==> config.mk <==
export PLATFORM = sky130hd
export DESIGN_NAME = unsigned_to_radix_digits
export DESIGN_NICKNAME = d
export VERILOG_FILES = /design/src/u2rd_pkg.sv /design/src/unsigned_to_radix_digits.sv /design/src/u2rd_store.sv /design/src/u2rd_div.sv
export VERILOG_INCLUDE_DIRS = /design/src /design/src/src
export SDC_FILE = /design/constraint.sdc
export NUM_CORES = 1
export LEC_CHECK = 0
export ABC_CLOCK_PERIOD_IN_PS = 24700
export BUFFER_PORTS_ARGS = -buffer_cell sky130_fd_sc_hd__buf_4
export CORE_MARGIN = 3
export CORE_UTILIZATION = 30
export CTS_BUF_LIST = sky130_fd_sc_hd__clkbuf_8
export DETAILED_ROUTE_END_ITERATION = 12
export HOLD_SLACK_MARGIN = 0.03
export PLACE_DENSITY = 0.43
export SYNTH_ARGS = -nofsm -noshare
export SYNTH_HDL_FRONTEND = slang
export SYNTH_HIERARCHICAL = 1
export SYNTH_SLANG_ARGS = --single-unit
==> constraint.sdc <==
create_clock -name clk -period 24.7 [get_ports clk]
set_clock_uncertainty 0.15 [all_clocks]
set_input_delay 2.47 -clock clk [delete_from_list [all_inputs] [get_ports clk]]
set_output_delay 2.47 -clock clk [all_outputs]
set_load 0.01 [all_outputs]
==> src/assert_macros.svh <==
`ifndef ASSERT_MACROS_SVH
`define ASSERT_MACROS_SVH

// Checks sampled on the rising edge of clk, masked while rst_n is low.
// The enclosing module must have clk and rst_n.

// Same-cycle implication.
`define CHK_SAME(label, ante, cons) \
    label: assert property (@(posedge clk) disable iff (!rst_n) (ante) |-> (cons)) \
        else $error("check failed");

// Next-cycle implication.
`define CHK_NEXT(label, ante, cons) \
    label: assert property (@(posedge clk) disable iff (!rst_n) (ante) |=> (cons)) \
        else $error("check failed");

`endif

==> src/u2rd_pkg.sv <==
package u2rd_pkg;

    localparam int          MAX_DIGITS_DEF   = 64;
    localparam logic [4:0]  MAX_RADIX        = 5'd16;
    localparam logic [4:0]  MIN_RADIX        = 5'd2;
    localparam logic [7:0]  ZERO_CHAR        = 8'h30;

    localparam logic [4:0]  RADIX_RESET      = 5'd10;
    localparam logic [63:0] CHARS_LOW_RESET  = 64'h3736353433323130;
    localparam logic [63:0] CHARS_HIGH_RESET = 64'h6665646362613938;

    typedef enum logic [1:0] {
        CFG_RADIX      = 2'd0,
        CFG_CHARS_LOW  = 2'd1,
        CFG_CHARS_HIGH = 2'd2
    } cfg_idx_t;

    // divider request / response
    typedef struct packed {
        logic       start;
        logic [4:0] radix;
    } div_req_t;

    typedef struct packed {
        logic        done;
        logic [3:0]  rem;
        logic [63:0] quo;
    } div_rsp_t;

    // clamp the radix register into 2..MAX_RADIX
    function automatic logic [4:0] eff_radix(input logic [4:0] r);
        logic [4:0] res;
        res = r;
        if (r < MIN_RADIX)
        begin
            res = MIN_RADIX;
        end
        else if (r > MAX_RADIX)
        begin
            res = MAX_RADIX;
        end
        return res;
    endfunction

    function automatic logic [7:0] digit_to_char(input logic [3:0] d,
                                                 input logic [63:0] lo,
                                                 input logic [63:0] hi);
        logic [63:0] w;
        w = d[3] ? hi : lo;
        return w[{d[2:0], 3'b000} +: 8];
    endfunction

endpackage

==> src/unsigned_to_radix_digits.sv <==
// Converts one 64-bit unsigned word into its digit characters in radix 2..16
// (radix register, values outside clamped), most significant digit first,
// each digit mapped through the 16-byte character table in chars_low_reg/
// chars_high_reg; m_tlast marks the final character, and a zero word gives
// the single character '0' whatever the table holds. Each digit comes from
// restoring division in the divider, one dividend byte per cycle, followed
// by a handoff that writes the remainder into the digit memory; then the
// characters stream out of the digit memory through a registered read at
// one per cycle under m_tready. The next word is taken once the last digit
// read is issued. Configuration must be written only while no word is in
// flight; the block itself does not enforce this. cfg_ready is always high
// and unknown indexes are dropped.

`include "assert_macros.svh"

module unsigned_to_radix_digits #(
    parameter int MAX_DIGITS = u2rd_pkg::MAX_DIGITS_DEF
) (
    input  logic        clk,
    input  logic        rst_n,

    // input words
    input  logic        s_tvalid,
    output logic        s_tready,
    input  logic [63:0] s_tdata,     // [63:0] value

    // character words
    output logic        m_tvalid,
    input  logic        m_tready,
    output logic [7:0]  m_tdata,     // [7:0] digit_char
    output logic        m_tlast,     // last_char

    // register writes
    input  logic        cfg_valid,
    output logic        cfg_ready,
    input  logic [1:0]  cfg_index,
    input  logic [63:0] cfg_data
);

    localparam int AW = $clog2(MAX_DIGITS);
    localparam int CW = $clog2(MAX_DIGITS + 1);

    typedef enum logic [2:0] {
        ST_IDLE = 3'b001,
        ST_DIV  = 3'b010,
        ST_EMIT = 3'b100
    } state_t;

    // ---------------------------------------------------------------------
    // Configuration registers
    // ---------------------------------------------------------------------
    logic [4:0]  radix_reg;
    logic [63:0] chars_low_reg;
    logic [63:0] chars_high_reg;

    assign cfg_ready = 1'b1;

    always_ff @(posedge clk or negedge rst_n)
    begin
        if (!rst_n)
        begin
            radix_reg      <= u2rd_pkg::RADIX_RESET;
            chars_low_reg  <= u2rd_pkg::CHARS_LOW_RESET;
            chars_high_reg <= u2rd_pkg::CHARS_HIGH_RESET;
        end
        else if (cfg_valid && cfg_ready)
        begin
            case (cfg_index)
                u2rd_pkg::CFG_RADIX:      radix_reg      <= cfg_data[4:0];
                u2rd_pkg::CFG_CHARS_LOW:  chars_low_reg  <= cfg_data;
                u2rd_pkg::CFG_CHARS_HIGH: chars_high_reg <= cfg_data;
                default:                  ;
            endcase
        end
    end

    // ---------------------------------------------------------------------
    // Control
    // ---------------------------------------------------------------------
    state_t         state_reg, state_next;
    logic [CW-1:0]  count_reg, count_next;     // digits written so far
    logic [CW-1:0]  rd_left_reg, rd_left_next; // digit reads still to issue
    logic           zero_item_reg, zero_item_next;

    // read in flight / landed but not yet moved to the output
    logic           pend_reg, pend_next;
    logic           pend_last_reg, pend_last_next;
    logic           pend_zero_reg, pend_zero_next;

    logic           out_valid_reg, out_valid_next;
    logic [7:0]     out_char_reg, out_char_next;
    logic           out_last_reg, out_last_next;

    u2rd_pkg::div_req_t div_req;
    u2rd_pkg::div_rsp_t div_rsp;
    logic [63:0]        div_dividend;

    logic           wr_en;
    logic [AW-1:0]  wr_addr;
    logic           rd_en;
    logic [AW-1:0]  rd_addr;
    logic [3:0]     rd_data;

    logic [CW-1:0]  count_inc;
    logic [CW-1:0]  rd_idx;
    logic           out_load;
    logic           in_take;

    assign in_take   = s_tvalid && s_tready;
    assign s_tready  = (state_reg == ST_IDLE);
    assign count_inc = count_reg + CW'(1);
    assign rd_idx    = rd_left_reg - CW'(1);
    assign wr_addr   = count_reg[AW-1:0];
    assign rd_addr   = rd_idx[AW-1:0];

    // landed digit moves out when the output slot is free or being taken
    assign out_load  = pend_reg && (!out_valid_reg || m_tready);

    always_comb
    begin
        state_next     = state_reg;
        count_next     = count_reg;
        rd_left_next   = rd_left_reg;
        zero_item_next = zero_item_reg;
        div_req.start  = 1'b0;
        div_req.radix  = u2rd_pkg::eff_radix(radix_reg);
        div_dividend   = s_tdata;
        wr_en          = 1'b0;
        rd_en          = 1'b0;

        case (state_reg)
            ST_IDLE:
            begin
                if (in_take)
                begin
                    // a zero word still runs one division, giving one digit
                    div_req.start  = 1'b1;
                    count_next     = '0;
                    zero_item_next = (s_tdata == 64'd0);
                    state_next     = ST_DIV;
                end
            end
            ST_DIV:
            begin
                if (div_rsp.done)
                begin
                    wr_en      = 1'b1;
                    count_next = count_inc;
                    if ((div_rsp.quo == 64'd0) || (count_inc == CW'(MAX_DIGITS)))
                    begin
                        rd_left_next = count_inc;
                        state_next   = ST_EMIT;
                    end
                    else
                    begin
                        div_req.start = 1'b1;
                        div_dividend  = div_rsp.quo;
                    end
                end
            end
            ST_EMIT:
            begin
                // reads run highest digit first, one per cycle if unstalled
                if ((rd_left_reg != '0) && (!pend_reg || out_load))
                begin
                    rd_en        = 1'b1;
                    rd_left_next = rd_idx;
                    if (rd_left_reg == CW'(1))
                    begin
                        state_next = ST_IDLE;
                    end
                end
            end
            default:
            begin
                state_next = ST_IDLE;
            end
        endcase
    end

    always_comb
    begin
        pend_next      = pend_reg;
        pend_last_next = pend_last_reg;
        pend_zero_next = pend_zero_reg;
        if (rd_en)
        begin
            pend_next      = 1'b1;
            pend_last_next = (rd_left_reg == CW'(1));
            pend_zero_next = zero_item_reg;
        end
        else if (out_load)
        begin
            pend_next = 1'b0;
        end

        out_valid_next = out_valid_reg;
        out_char_next  = out_char_reg;
        out_last_next  = out_last_reg;
        if (out_load)
        begin
            out_valid_next = 1'b1;
            out_char_next  = pend_zero_reg ? u2rd_pkg::ZERO_CHAR :
                             u2rd_pkg::digit_to_char(rd_data, chars_low_reg,
                                                     chars_high_reg);
            out_last_next  = pend_last_reg;
        end
        else if (m_tready)
        begin
            out_valid_next = 1'b0;
        end
    end

    always_ff @(posedge clk or negedge rst_n)
    begin
        if (!rst_n)
        begin
            state_reg     <= ST_IDLE;
            count_reg     <= '0;
            rd_left_reg   <= '0;
            zero_item_reg <= 1'b0;
            pend_reg      <= 1'b0;
            out_valid_reg <= 1'b0;
        end
        else
        begin
            state_reg     <= state_next;
            count_reg     <= count_next;
            rd_left_reg   <= rd_left_next;
            zero_item_reg <= zero_item_next;
            pend_reg      <= pend_next;
            out_valid_reg <= out_valid_next;
        end
    end

    always_ff @(posedge clk)
    begin
        pend_last_reg <= pend_last_next;
        pend_zero_reg <= pend_zero_next;
        out_char_reg  <= out_char_next;
        out_last_reg  <= out_last_next;
    end

    assign m_tvalid = out_valid_reg;
    assign m_tdata  = out_char_reg;
    assign m_tlast  = out_last_reg;

    // ---------------------------------------------------------------------
    // Divider and digit memory
    // ---------------------------------------------------------------------
    u2rd_div u_div (
        .clk      (clk),
        .rst_n    (rst_n),
        .req      (div_req),
        .dividend (div_dividend),
        .rsp      (div_rsp)
    );

    u2rd_store #(
        .DEPTH (MAX_DIGITS),
        .AW    (AW)
    ) u_store (
        .clk     (clk),
        .wr_en   (wr_en),
        .wr_addr (wr_addr),
        .wr_data (div_rsp.rem),
        .rd_en   (rd_en),
        .rd_addr (rd_addr),
        .rd_data (rd_data)
    );

    // ---------------------------------------------------------------------
    // Checks
    // ---------------------------------------------------------------------
    `CHK_SAME(a_done_in_div, div_rsp.done, state_reg == ST_DIV)
    `CHK_SAME(a_emit_has_reads, state_reg == ST_EMIT, rd_left_reg != '0)
    `CHK_SAME(a_no_read_over_pend, pend_reg && !out_load, !rd_en)
    `CHK_SAME(a_count_bound, state_reg == ST_DIV, count_reg < CW'(MAX_DIGITS))

endmodule

==> src/u2rd_store.sv <==
module u2rd_store #(
    parameter int DEPTH = u2rd_pkg::MAX_DIGITS_DEF,
    parameter int AW    = $clog2(DEPTH)
) (
    input  logic          clk,
    input  logic          wr_en,
    input  logic [AW-1:0] wr_addr,
    input  logic [3:0]    wr_data,
    input  logic          rd_en,
    input  logic [AW-1:0] rd_addr,
    output logic [3:0]    rd_data
);

    logic [3:0] mem [DEPTH];
    logic [3:0] rd_data_reg;

    always_ff @(posedge clk)
    begin
        if (wr_en)
        begin
            mem[wr_addr] <= wr_data;
        end
    end

    // read data holds until the next read
    always_ff @(posedge clk)
    begin
        if (rd_en)
        begin
            rd_data_reg <= mem[rd_addr];
        end
    end

    assign rd_data = rd_data_reg;

endmodule

==> src/u2rd_div.sv <==
`include "assert_macros.svh"

module u2rd_div (
    input  logic               clk,
    input  logic               rst_n,
    input  u2rd_pkg::div_req_t req,
    input  logic [63:0]        dividend,
    output u2rd_pkg::div_rsp_t rsp
);

    // Restoring division, one dividend byte per cycle.
    // Quotient bits shift in at the bottom as dividend bits leave the top.
    logic [63:0] work_reg, work_next;
    logic [3:0]  rem_reg, rem_next;
    logic [4:0]  radix_reg, radix_next;
    logic [2:0]  step_reg, step_next;
    logic        active_reg, active_next;
    logic        done_reg, done_next;

    logic [7:0]  qbyte;
    logic [3:0]  rem_step;

    always_comb
    begin
        logic [4:0] r;
        logic [3:0] acc;
        acc   = rem_reg;
        qbyte = '0;
        for (int i = 7; i >= 0; i--)
        begin
            r = {acc, work_reg[56 + i]};
            if (r >= radix_reg)
            begin
                r        = r - radix_reg;
                qbyte[i] = 1'b1;
            end
            acc = r[3:0];
        end
        rem_step = acc;
    end

    always_comb
    begin
        work_next   = work_reg;
        rem_next    = rem_reg;
        radix_next  = radix_reg;
        step_next   = step_reg;
        active_next = active_reg;
        done_next   = 1'b0;
        if (req.start)
        begin
            work_next   = dividend;
            rem_next    = '0;
            radix_next  = req.radix;
            step_next   = '0;
            active_next = 1'b1;
        end
        else if (active_reg)
        begin
            work_next = {work_reg[55:0], qbyte};
            rem_next  = rem_step;
            step_next = step_reg + 3'd1;
            if (step_reg == 3'd7)
            begin
                active_next = 1'b0;
                done_next   = 1'b1;
            end
        end
    end

    always_ff @(posedge clk or negedge rst_n)
    begin
        if (!rst_n)
        begin
            step_reg   <= '0;
            active_reg <= 1'b0;
            done_reg   <= 1'b0;
        end
        else
        begin
            step_reg   <= step_next;
            active_reg <= active_next;
            done_reg   <= done_next;
        end
    end

    always_ff @(posedge clk)
    begin
        work_reg  <= work_next;
        rem_reg   <= rem_next;
        radix_reg <= radix_next;
    end

    assign rsp.done = done_reg;
    assign rsp.rem  = rem_reg;
    assign rsp.quo  = work_reg;

    `CHK_NEXT(a_start_runs, req.start, active_reg && step_reg == 3'd0)
    `CHK_SAME(a_done_idle, done_reg, !active_reg)

endmodule
* After elaboration in Yosys (flattened, before gate mapping) *
Memories as Yosys holds them, arrays and structs flattened. A register that Yosys moved wholly into a read port is not among the register bits.
Index checks and enable logic that the tools add are counted.

storage, ports and cells
  memories kept = 1
  flip-flop bits (word level) = 242
  bits in writable memories = 256

operators by class
  reductions and logical operators = 26
  mux-type cells = 58
  eq/ne operators = 14
  order comparisons = 10
  $add $sub $neg = 11
  shifts and indexed selects = 1

memory list
  name         words  width  read ports  clocked after Yosys merged registers in  write ports  line              text
  u_store.mem  64     4      1           1                                        1            u2rd_store.sv:14  logic [3:0] mem [DEPTH];

operators with widths
  operator             count
  $mux 64              6
  $logic_not 64->1     2
  $shiftx 64x7->8      1
  $ge 5x5->1           8
  $mux 7               5
  $mux 4               8
  $sub 4x4->4          8
  $pmux 7 s2           2
  $mux 1               27
  $mux 3               7
  $reduce_and 2->1     5
  $reduce_bool 2->1    5
  $pmux 3 s3           1
  $add 7x1->7 const B  1
  $eq 7x1->1 const B   1
  $eq 7x7->1 const B   1
  $reduce_bool 7->1    1
  $sub 7x1->7 const B  1
  $eq 3x3->1 const B   2
  $ne 2x2->1 const B   3
  $gt 5x5->1 const B   1
  $lt 5x2->1 const B   1
  $mux 5               1
  $reduce_and 5->1     1
  other kinds (15)     21

* Logic depth before layout (Yosys ltp) *
Gate-level depths: netlist of run 1.

  word-level depth = 18
  gate-level depth with buffers = 51
  mapped depth without buffers = 51

* By module *
The synthesis of run 1 kept the hierarchy.

modules (own cells, without submodules)
  module                    sequential area each (µm²)  cells each  area an instance (µm²)  instances
  u2rd_store                7807.5                      521         10447.5                 1
  unsigned_to_radix_digits  4232.8                      615         8892.3                  1
  u2rd_div                  2277.2                      399         5039.8                  1

* Worst setup path before layout of run 1 *
Ideal clock, no wire load.

  path kind = register to register
  start = register u_div.rem_reg[0]
  end = register u_div.work_reg[0] (data pin)
  clock period less this slack = 10.483 ns
  stages on the path, launching flop included = 44
  data arrival time = 10.073 ns
  setup slack = 14.217 ns
  path through = dfxtp_1 ha_1 nor2b_1 o31ai_4 a31oi_4 o32ai_1 ha_1 a21oi_1 o21ai_0 a31o_2 a21oi_1 inv_1 ha_1 nor2b_1 o31ai_4 a31oi_2 a211oi_2 a21oi_1 (+8 left out) o21a_1 o21ai_1 a21o_2 o21ai_1 ha_1 o21a_1 o31ai_2 a31oi_2 mux2i_1 ha_1 nor2b_1 o31a_1 o22ai_2 mux2i_1 ha_1 a31oi_1 o21ai_1 mux2_2

on the way
  word-level cells in the longest chain between the ends = 18

ends and longest elaborated chain
  element                                           line                            text
  start, declared                                   u2rd_div.sv:14                  logic [3:0] rem_reg, rem_next;
  start signal, assigned                            u2rd_div.sv:90                  rem_reg <= rem_next;
  $sub 4x4->4 / $ge 5x5->1 (equally long branches)  u2rd_div.sv:34, u2rd_div.sv:32
  $mux 4 (*)                                        u2rd_div.sv:32                  if (r >= radix_reg)
  $sub 4x4->4 / $ge 5x5->1 (equally long branches)  u2rd_div.sv:34, u2rd_div.sv:32
  $mux 4 (*)                                        u2rd_div.sv:32
  $sub 4x4->4 / $ge 5x5->1 (equally long branches)  u2rd_div.sv:34, u2rd_div.sv:32
  $mux 4 (*)                                        u2rd_div.sv:32
  $ge 5x5->1 / $sub 4x4->4 (equally long branches)  u2rd_div.sv:32, u2rd_div.sv:34
  $mux 4 (*)                                        u2rd_div.sv:32
  (+3 left out)                                     -
  $mux 4 (*)                                        u2rd_div.sv:32
  $sub 4x4->4 / $ge 5x5->1 (equally long branches)  u2rd_div.sv:34, u2rd_div.sv:32
  $mux 4 (*)                                        u2rd_div.sv:32
  $ge 5x5->1 (*)                                    u2rd_div.sv:32
  $mux 1 (*)                                        u2rd_div.sv:32
  $mux 64 (*)                                       u2rd_div.sv:58                  else if (active_reg)
  $mux 64 (*)                                       u2rd_div.sv:50                  if (req.start)
  via u_div.work_next[0]                            u2rd_div.sv:13                  logic [63:0] work_reg, work_next;
  end signal, assigned                              u2rd_div.sv:89                  work_reg <= work_next;
  end, declared                                     u2rd_div.sv:13

The timed path passes the listed nets; every way through them passes the cells marked *. The select of a mux whose other input is x is not followed.
A chain may end at the register's enable or synchronous reset.

* Worst setup path in the final report of run 1 *
  start = register u_div.radix_reg[1]
  end = register u_div.rem_reg[2]

on the way
  word-level cells in the longest chain between the ends = 16

ends and longest elaborated chain
  element                                           line                            text
  start, declared                                   u2rd_div.sv:15                  logic [4:0] radix_reg, radix_next;
  start signal, assigned                            u2rd_div.sv:91                  radix_reg <= radix_next;
  $sub 4x4->4 / $ge 5x5->1 (equally long branches)  u2rd_div.sv:34, u2rd_div.sv:32
  $mux 4                                            u2rd_div.sv:32
  $sub 4x4->4 / $ge 5x5->1 (equally long branches)  u2rd_div.sv:34, u2rd_div.sv:32
  $mux 4                                            u2rd_div.sv:32
  $sub 4x4->4 / $ge 5x5->1 (equally long branches)  u2rd_div.sv:34, u2rd_div.sv:32
  $mux 4                                            u2rd_div.sv:32
  $ge 5x5->1 / $sub 4x4->4 (equally long branches)  u2rd_div.sv:32, u2rd_div.sv:34
  $mux 4                                            u2rd_div.sv:32
  $sub 4x4->4 / $ge 5x5->1 (equally long branches)  u2rd_div.sv:34, u2rd_div.sv:32
  $mux 4                                            u2rd_div.sv:32
  $sub 4x4->4 / $ge 5x5->1 (equally long branches)  u2rd_div.sv:34, u2rd_div.sv:32
  $mux 4                                            u2rd_div.sv:32
  $ge 5x5->1 / $sub 4x4->4 (equally long branches)  u2rd_div.sv:32, u2rd_div.sv:34
  $mux 4                                            u2rd_div.sv:32
  $sub 4x4->4 / $ge 5x5->1 (equally long branches)  u2rd_div.sv:34, u2rd_div.sv:32
  $mux 4 (*)                                        u2rd_div.sv:32

Mark *: on every way between the ends. The rest lies on a longest branch, timed or not.

==> results of run 1 <==
-- cell type report --
type / instances / share of cell area
timing repair buffer: 163 / 0.0433
multi-input combinational: 922 / 0.334
tap: 1050 / 0.0464
inverter: 42 / 0.00565
sequential: 502 / 0.506
clock inverter: 71 / 0.0170
clock buffer: 99 / 0.0481
antenna: 3 / 0.000265
-- cell families (layout without fill, tap and decap cells) --
| kind of cell | Yosys count | in the layout | share of synthesized area |
|---|---|---|---|
| simple gates | 309 | 309 | 0.0640 |
| compound gates | 145 | 145 | 0.0457 |
| buf+inv | 111 | 375 | 0.0259 |
| xor+xnor | 22 | 22 | 0.00790 |
| other cells | 1 | 4 | 0.000154 |
| mux | 391 | 391 | 0.239 |
| fa+ha+maj | 54 | 54 | 0.0302 |
| flops | 502 | 502 | 0.587 |
-- through the flow --
| stage | instances | cell area (sq um) | setup WS, ps |
|---|---|---|---|
| 6_report | 2852 | 28300 | 12860 |
| 5_1_grt | 2851 | 28300 | 11790 |
| 4_1_cts | 2849 | 28300 | 12720 |
| 3_5_place_dp | 2679 | 26500 | 12790 |
| 3_3_place_gp | 2679 | 26500 | 13120 |
| 2_1_floorplan | 1535 | 24400 | 14220 |
-- cells in the mapped netlist, types with 12 or more instances --
library cell / count
edfxtp_1: 340
mux2_2: 217
nor2_1: 111
dfrtp_1: 99
mux4_2: 86
dfstp_2: 59
mux2_4: 50
ha_1: 46
nand2_1: 45
inv_1: 41
clkbuf_1: 38
nor4_1: 33
a21oi_1: 25
nor2b_1: 25
o21ai_0: 22
mux4_1: 19
mux2i_1: 18
nand3_1: 17
nand4_1: 15
xnor2_1: 14
nand2b_1: 12
-- worst reg2reg max path, delay by kind of cell, from the launching register on --
family | cells | cell delay [ps]
adders and majority gates | 8 | 2680
and+or+nand+nor | 5 | 750
muxes | 2 | 770
AOI/OAI and AO/OA | 30 | 6220
DFF | 1 | 630
buffers and inverters | 2 | 490
-- per-layer routing --
| layer | share of wire | vias to the layer above | routed length, um |
|---|---|---|---|
| met3 | 0.041 | 97 | 2530 |
| met1 | 0.45 | 7249 | 28400 |
| li1 | - | 6398 | - |
| met5 | 0 | - | 0 |
| met2 | 0.48 | 286 | 30300 |
| met4 | 0.021 | 0 | 1330 |
-- how the worst min path moves through the flow --
| stage | from | end | cells after the start |
|---|---|---|---|
| 6_report | pend_last_reg$_DFFE_PP_ | m_tlast$_DFFE_PP_ | 0 |
| 5_1_grt | pend_last_reg$_DFFE_PP_ | m_tlast$_DFFE_PP_ | 0 |
| 4_1_cts | pend_last_reg$_DFFE_PP_ | m_tlast$_DFFE_PP_ | 0 |
| 3_5_place_dp | pend_last_reg$_DFFE_PP_ | m_tlast$_DFFE_PP_ | 0 |
| 3_3_place_gp | pend_last_reg$_DFFE_PP_ | m_tlast$_DFFE_PP_ | 0 |
| 2_1_floorplan | pend_last_reg$_DFFE_PP_ | m_tlast$_DFFE_PP_ | 0 |
==> reports/qor.txt, run 1 <==
initial antenna violation count = 3
EDFF count, synth = 340
CP startpoint = u_div/radix_reg[1]$_DFFE_PP_
FF-to-FF Start = u_div/radix_reg[1]$_DFFE_PP_
vias in the first global route = 15.2k
DR vias = 14.0k
capturing point of the worst reg2reg path = u_div/rem_reg[2]$_SDFFE_PP0P_
busiest metal layer after global routing = met2
Yosys warnings = 6
DRT Pass-1 Iters = 4
syn_nets = 1724
min-delay worst type = flop to flop
upper clock frequency limit = 0.0845 GHz
Clk Latency, worst-skew pair = 690 ps
fin crit period = 11840 ps
die area = 0.0847 sq mm
asr flop ratio synth = 0.315
largest net degree at the start of global routing = 89
Clock Path Buffers = 3
Top reg by flops = u_store/mem
ANT nets after route = 0
Post-Route Setup TNS = 0 ps
multi-input logic area = 0.00945 sq mm
met3 usage = 0.0304
Mapped Area = 0.0244 sq mm
Clk pin slew, worst setup/hold paths = 60 ps
RSZ-0062 raised after global routing = false
Synth area leaders = edfxtp_1, dfrtp_1, mux2_2
worst reg2reg setup slack = 12860 ps
first-pass GRT wire length = 95300 um
Yosys top cell by area = edfxtp_1
filler instances = 7615
most frequent cells in the layout = edfxtp_1, mux2_2, buf_4
#FFs+latches synth = 502
max reg flops = 256
TritonCTS Buffers = 91
crit path DAT = 12220 ps
Slowest-stage cell, CP = edfxtp_1
die height = 291 um
met2 Usage GRT = 0.241
Buf/Inv on CP = 2
Setup crit start kind = flop
Worst path depth = 47
clk sinks = 502
drt drc = 0
commonest non-fill, non-tap cell in the layout = edfxtp_1
area occupied by registers = 0.0143 sq mm
Avg Synthesized Cell Area = 15.9 sq um
Slew Viols, Final = 0
dpl hpwl = 41200 um
top cell type's share of synthesized area = 0.419
status = finished clean
Root Driver = clkbuf_8
Required @ worst endpoint = 25080 ps
WHS = 293 ps
register area share after synthesis = 0.587
critical path class = flop to flop
post-synth cell types = 89
crit-path max FO = 10
maxcap violations = 0
nets = 1911
dominant synthesized flop cell = edfxtp_1
fin util = 0.355
relative slew slack = 0.347
postcts setup bufs = 0
post_cts resized = 0
hold-fix buffers at CTS = 0
Tightest Pin Transition = 980 ps
# IOs = 147
final setup violation count = 0
row count = 103
Final Hold Fails = 0
timing endpoint of the critical path = u_div/rem_reg[2]$_SDFFE_PP0P_
fin crit share = 0.479
core area = 0.0798 sq mm
DRT iter0 DRCs = 740
CTS tree = yes
Total Routing Usage GR = 0.146
most frequent CP cell = ha_1
GPL Wtd Cong = 0.752
met1 GRT Util = 0.196
wire per inst = 21.9 um
htree depth = 3
total grt overflow = 0
max incr delay on CP = 630 ps
area growth from synthesis to layout = 16.2%
Die W = 291 um
Cells after Synth = 1535
crit end category = flop
wirelength, routed = 62500 um
proportion of layout cells with a drive suffix above 1 = 0.415
reg2reg path depth = 47
CP delay by family, top = compound AO/OA/AOI/OAI gates
drt via density = 4.92
Initial Util = 0.306
port bufs = 145
Power of run 1 is left out: the tool's default activity adds up to more than one toggle a clock period on the data nets, which glitch-free logic cannot reach.
==> run 2, diff against run 1 <==
--- a/config.mk
+++ b/config.mk
@@ -6,7 +6,7 @@
 export SDC_FILE = /design/constraint.sdc
 export NUM_CORES = 1
 export LEC_CHECK = 0
-export ABC_CLOCK_PERIOD_IN_PS = 24700
+export ABC_CLOCK_PERIOD_IN_PS = 11750
 export BUFFER_PORTS_ARGS = -buffer_cell sky130_fd_sc_hd__buf_4
 export CORE_MARGIN = 3
 export CORE_UTILIZATION = 30
==> constraint.sdc (replaced) <==
create_clock -name clk -period 11.75 [get_ports clk]
set_clock_uncertainty 0.15 [all_clocks]
set_input_delay 1.175 -clock clk [delete_from_list [all_inputs] [get_ports clk]]
set_output_delay 1.175 -clock clk [all_outputs]
set_load 0.01 [all_outputs]
==> run 2 against run 1 <==
Non-clock buffer count is 6 higher. Core utilization is 0.14 points higher. Maximum frequency rose by 8.6%. Wire length is essentially flat. First-iteration DRC count is 5.1% higher. Flip-flop and latch count is the same. Cell area rose by 0.41%. Worst hold slack improved by 22 ps. Sequential share of layout area down 0.20 points. Die area stayed put. Register-to-register slack worse by 12000 ps.
==> reports/qor.txt, run 2 (synthesized netlist as in run 1, its figures left out) <==
fin cells = 2855
status = finished clean
GPL Wtd Cong = 0.762
die height = 291 um
DRT iter0 DRCs = 778
port bufs = 145
relative slew slack = 0.284
max incr delay on CP = 360 ps
crit path DAT = 11300 ps
ANT nets after route = 0
core area = 0.0798 sq mm
worst hold endpoint = m_tlast$_DFFE_PP_
commonest non-fill, non-tap cell in the layout = edfxtp_1
Clk Latency, worst-skew pair = 680 ps
dpl cells = 2685
worst reg2reg setup slack = 860 ps
final setup violation count = 0
Post-DP Area = 0.0265 sq mm
critical path class = flop to flop
Die W = 291 um
largest net degree at the start of global routing = 102
WHS Path Cells = 0
crit-path max FO = 10
Clock Path Buffers = 3
drt via density = 4.93
CTS tree = yes
Buf/Inv on CP = 3
upper clock frequency limit = 0.0918 GHz
Required @ worst endpoint = 12160 ps
Final Hold Fails = 0
initial antenna violation count = 2
Top reg by flops = u_store/mem
Root Driver = clkbuf_8
clk sinks = 502
Finished Cell Area = 0.0284 sq mm
drt drc = 0
wirelength, routed = 62600 um
total grt overflow = 0
area growth from synthesis to layout = 16.7%
first-pass GRT wire length = 96400 um
Setup crit start kind = flop
fin crit period = 10890 ps
maxcap violations = 0
postcts setup bufs = 0
dpl hpwl = 41100 um
max reg flops = 256
reg2reg path depth = 48
CP delay by family, top = compound AO/OA/AOI/OAI gates
proportion of layout cells with a drive suffix above 1 = 0.419
crit end category = flop
# IOs = 147
vias in the first global route = 15.3k
TritonCTS Buffers = 92
CP startpoint = u_div/radix_reg[1]$_DFFE_PP_
wire per inst = 21.9 um
capturing point of the worst reg2reg path = u_div/rem_reg[2]$_SDFFE_PP0P_
Tightest Pin Transition = 1070 ps
most frequent cells in the layout = edfxtp_1, mux2_2, buf_4
Clk pin slew, worst setup/hold paths = 60 ps
nets = 1918
Slew Viols, Final = 0
FF-to-FF Start = u_div/radix_reg[1]$_DFFE_PP_
DRT Pass-1 Iters = 5
fin crit share = 0.927
hold-fix buffers at CTS = 0
most frequent CP cell = ha_1
Slowest-stage cell, CP = ha_1
Total Routing Usage GR = 0.147
row count = 103
DR vias = 14.1k
Worst Min Path Start = pend_last_reg$_DFFE_PP_
die area = 0.0847 sq mm
htree depth = 3
Initial Util = 0.306
min-delay worst type = flop to flop
[run 2: cell count changes in the layout (fill, tap and decap cells not counted), moves of 2 or more]
cell and delta:
buf_4 +6, clkinv_1 +4, clkinv_2 -4, inv_1 -4
bufinv_16 +2, mux2i_1 -2, mux2i_2 +2, o21ai_1 -2
[run 2: worst max path at each step]
stage                                                to  slack, ps  cells past startpoint
after floorplan             u_div/work_reg[0]$_DFFE_PP_       1270                     43
after global routing      u_div/rem_reg[2]$_SDFFE_PP0P_         -5                     48
after CTS                 u_div/rem_reg[1]$_SDFFE_PP0P_        310                     47
after global placement    u_div/rem_reg[1]$_SDFFE_PP0P_        740                     47
final                     u_div/rem_reg[2]$_SDFFE_PP0P_        860                     48
after detailed placement  u_div/rem_reg[1]$_SDFFE_PP0P_        350                     47
[run 2: repair_timing]
action,in CTS,in global routing
gates resized for setup,0,8
hold endpoints to repair,0,0
setup endpoints to repair,0,5
[run 2: area by class of cell]
| class | count | area [sq um] |
|---|---|---|
| Fill cell | 7576 | 51300 |
| Tap cell | 1050 | 1310 |
| Inverter | 42 | 160 |
| Sequential cell | 502 | 14300 |
| Clock buffer | 100 | 1380 |
| Multi-Input combinational cell | 922 | 9490 |
| Timing Repair Buffer | 169 | 1270 |
| Clock inverter | 68 | 498 |
| Antenna cell | 2 | 5.00 |
[run 2: routing by layer]
layer | global-route usage | vias up | wire [um]
li1 | - | 6432 | -
met5 | 0 | - | 0
met4 | 0.0416 | 0 | 1170
met1 | 0.202 | 7284 | 28900
met3 | 0.0254 | 92 | 2290
met2 | 0.240 | 281 | 30200
[run 2: through the flow]
step	TNS [ps]	worst slack, ps	hold WS, ps	utilization
global route	-5.27	-5.27	328	0.356
floorplan	0	1270	250	-
finish	0	856	314	0.357
detailed placement	0	350	298	0.332
CTS	0	309	314	0.356
global placement	0	742	279	0.332
[run 2: worst reg2reg max path, delay by kind of cell (launching register included)]
family,cells,cell delay [ps]
compound gates,32,6290
fa+ha+maj,8,2580
simple gates,4,720
buf+inv,3,370
mux,1,360
flops,1,320
Power of run 2 is left out for the same reason.
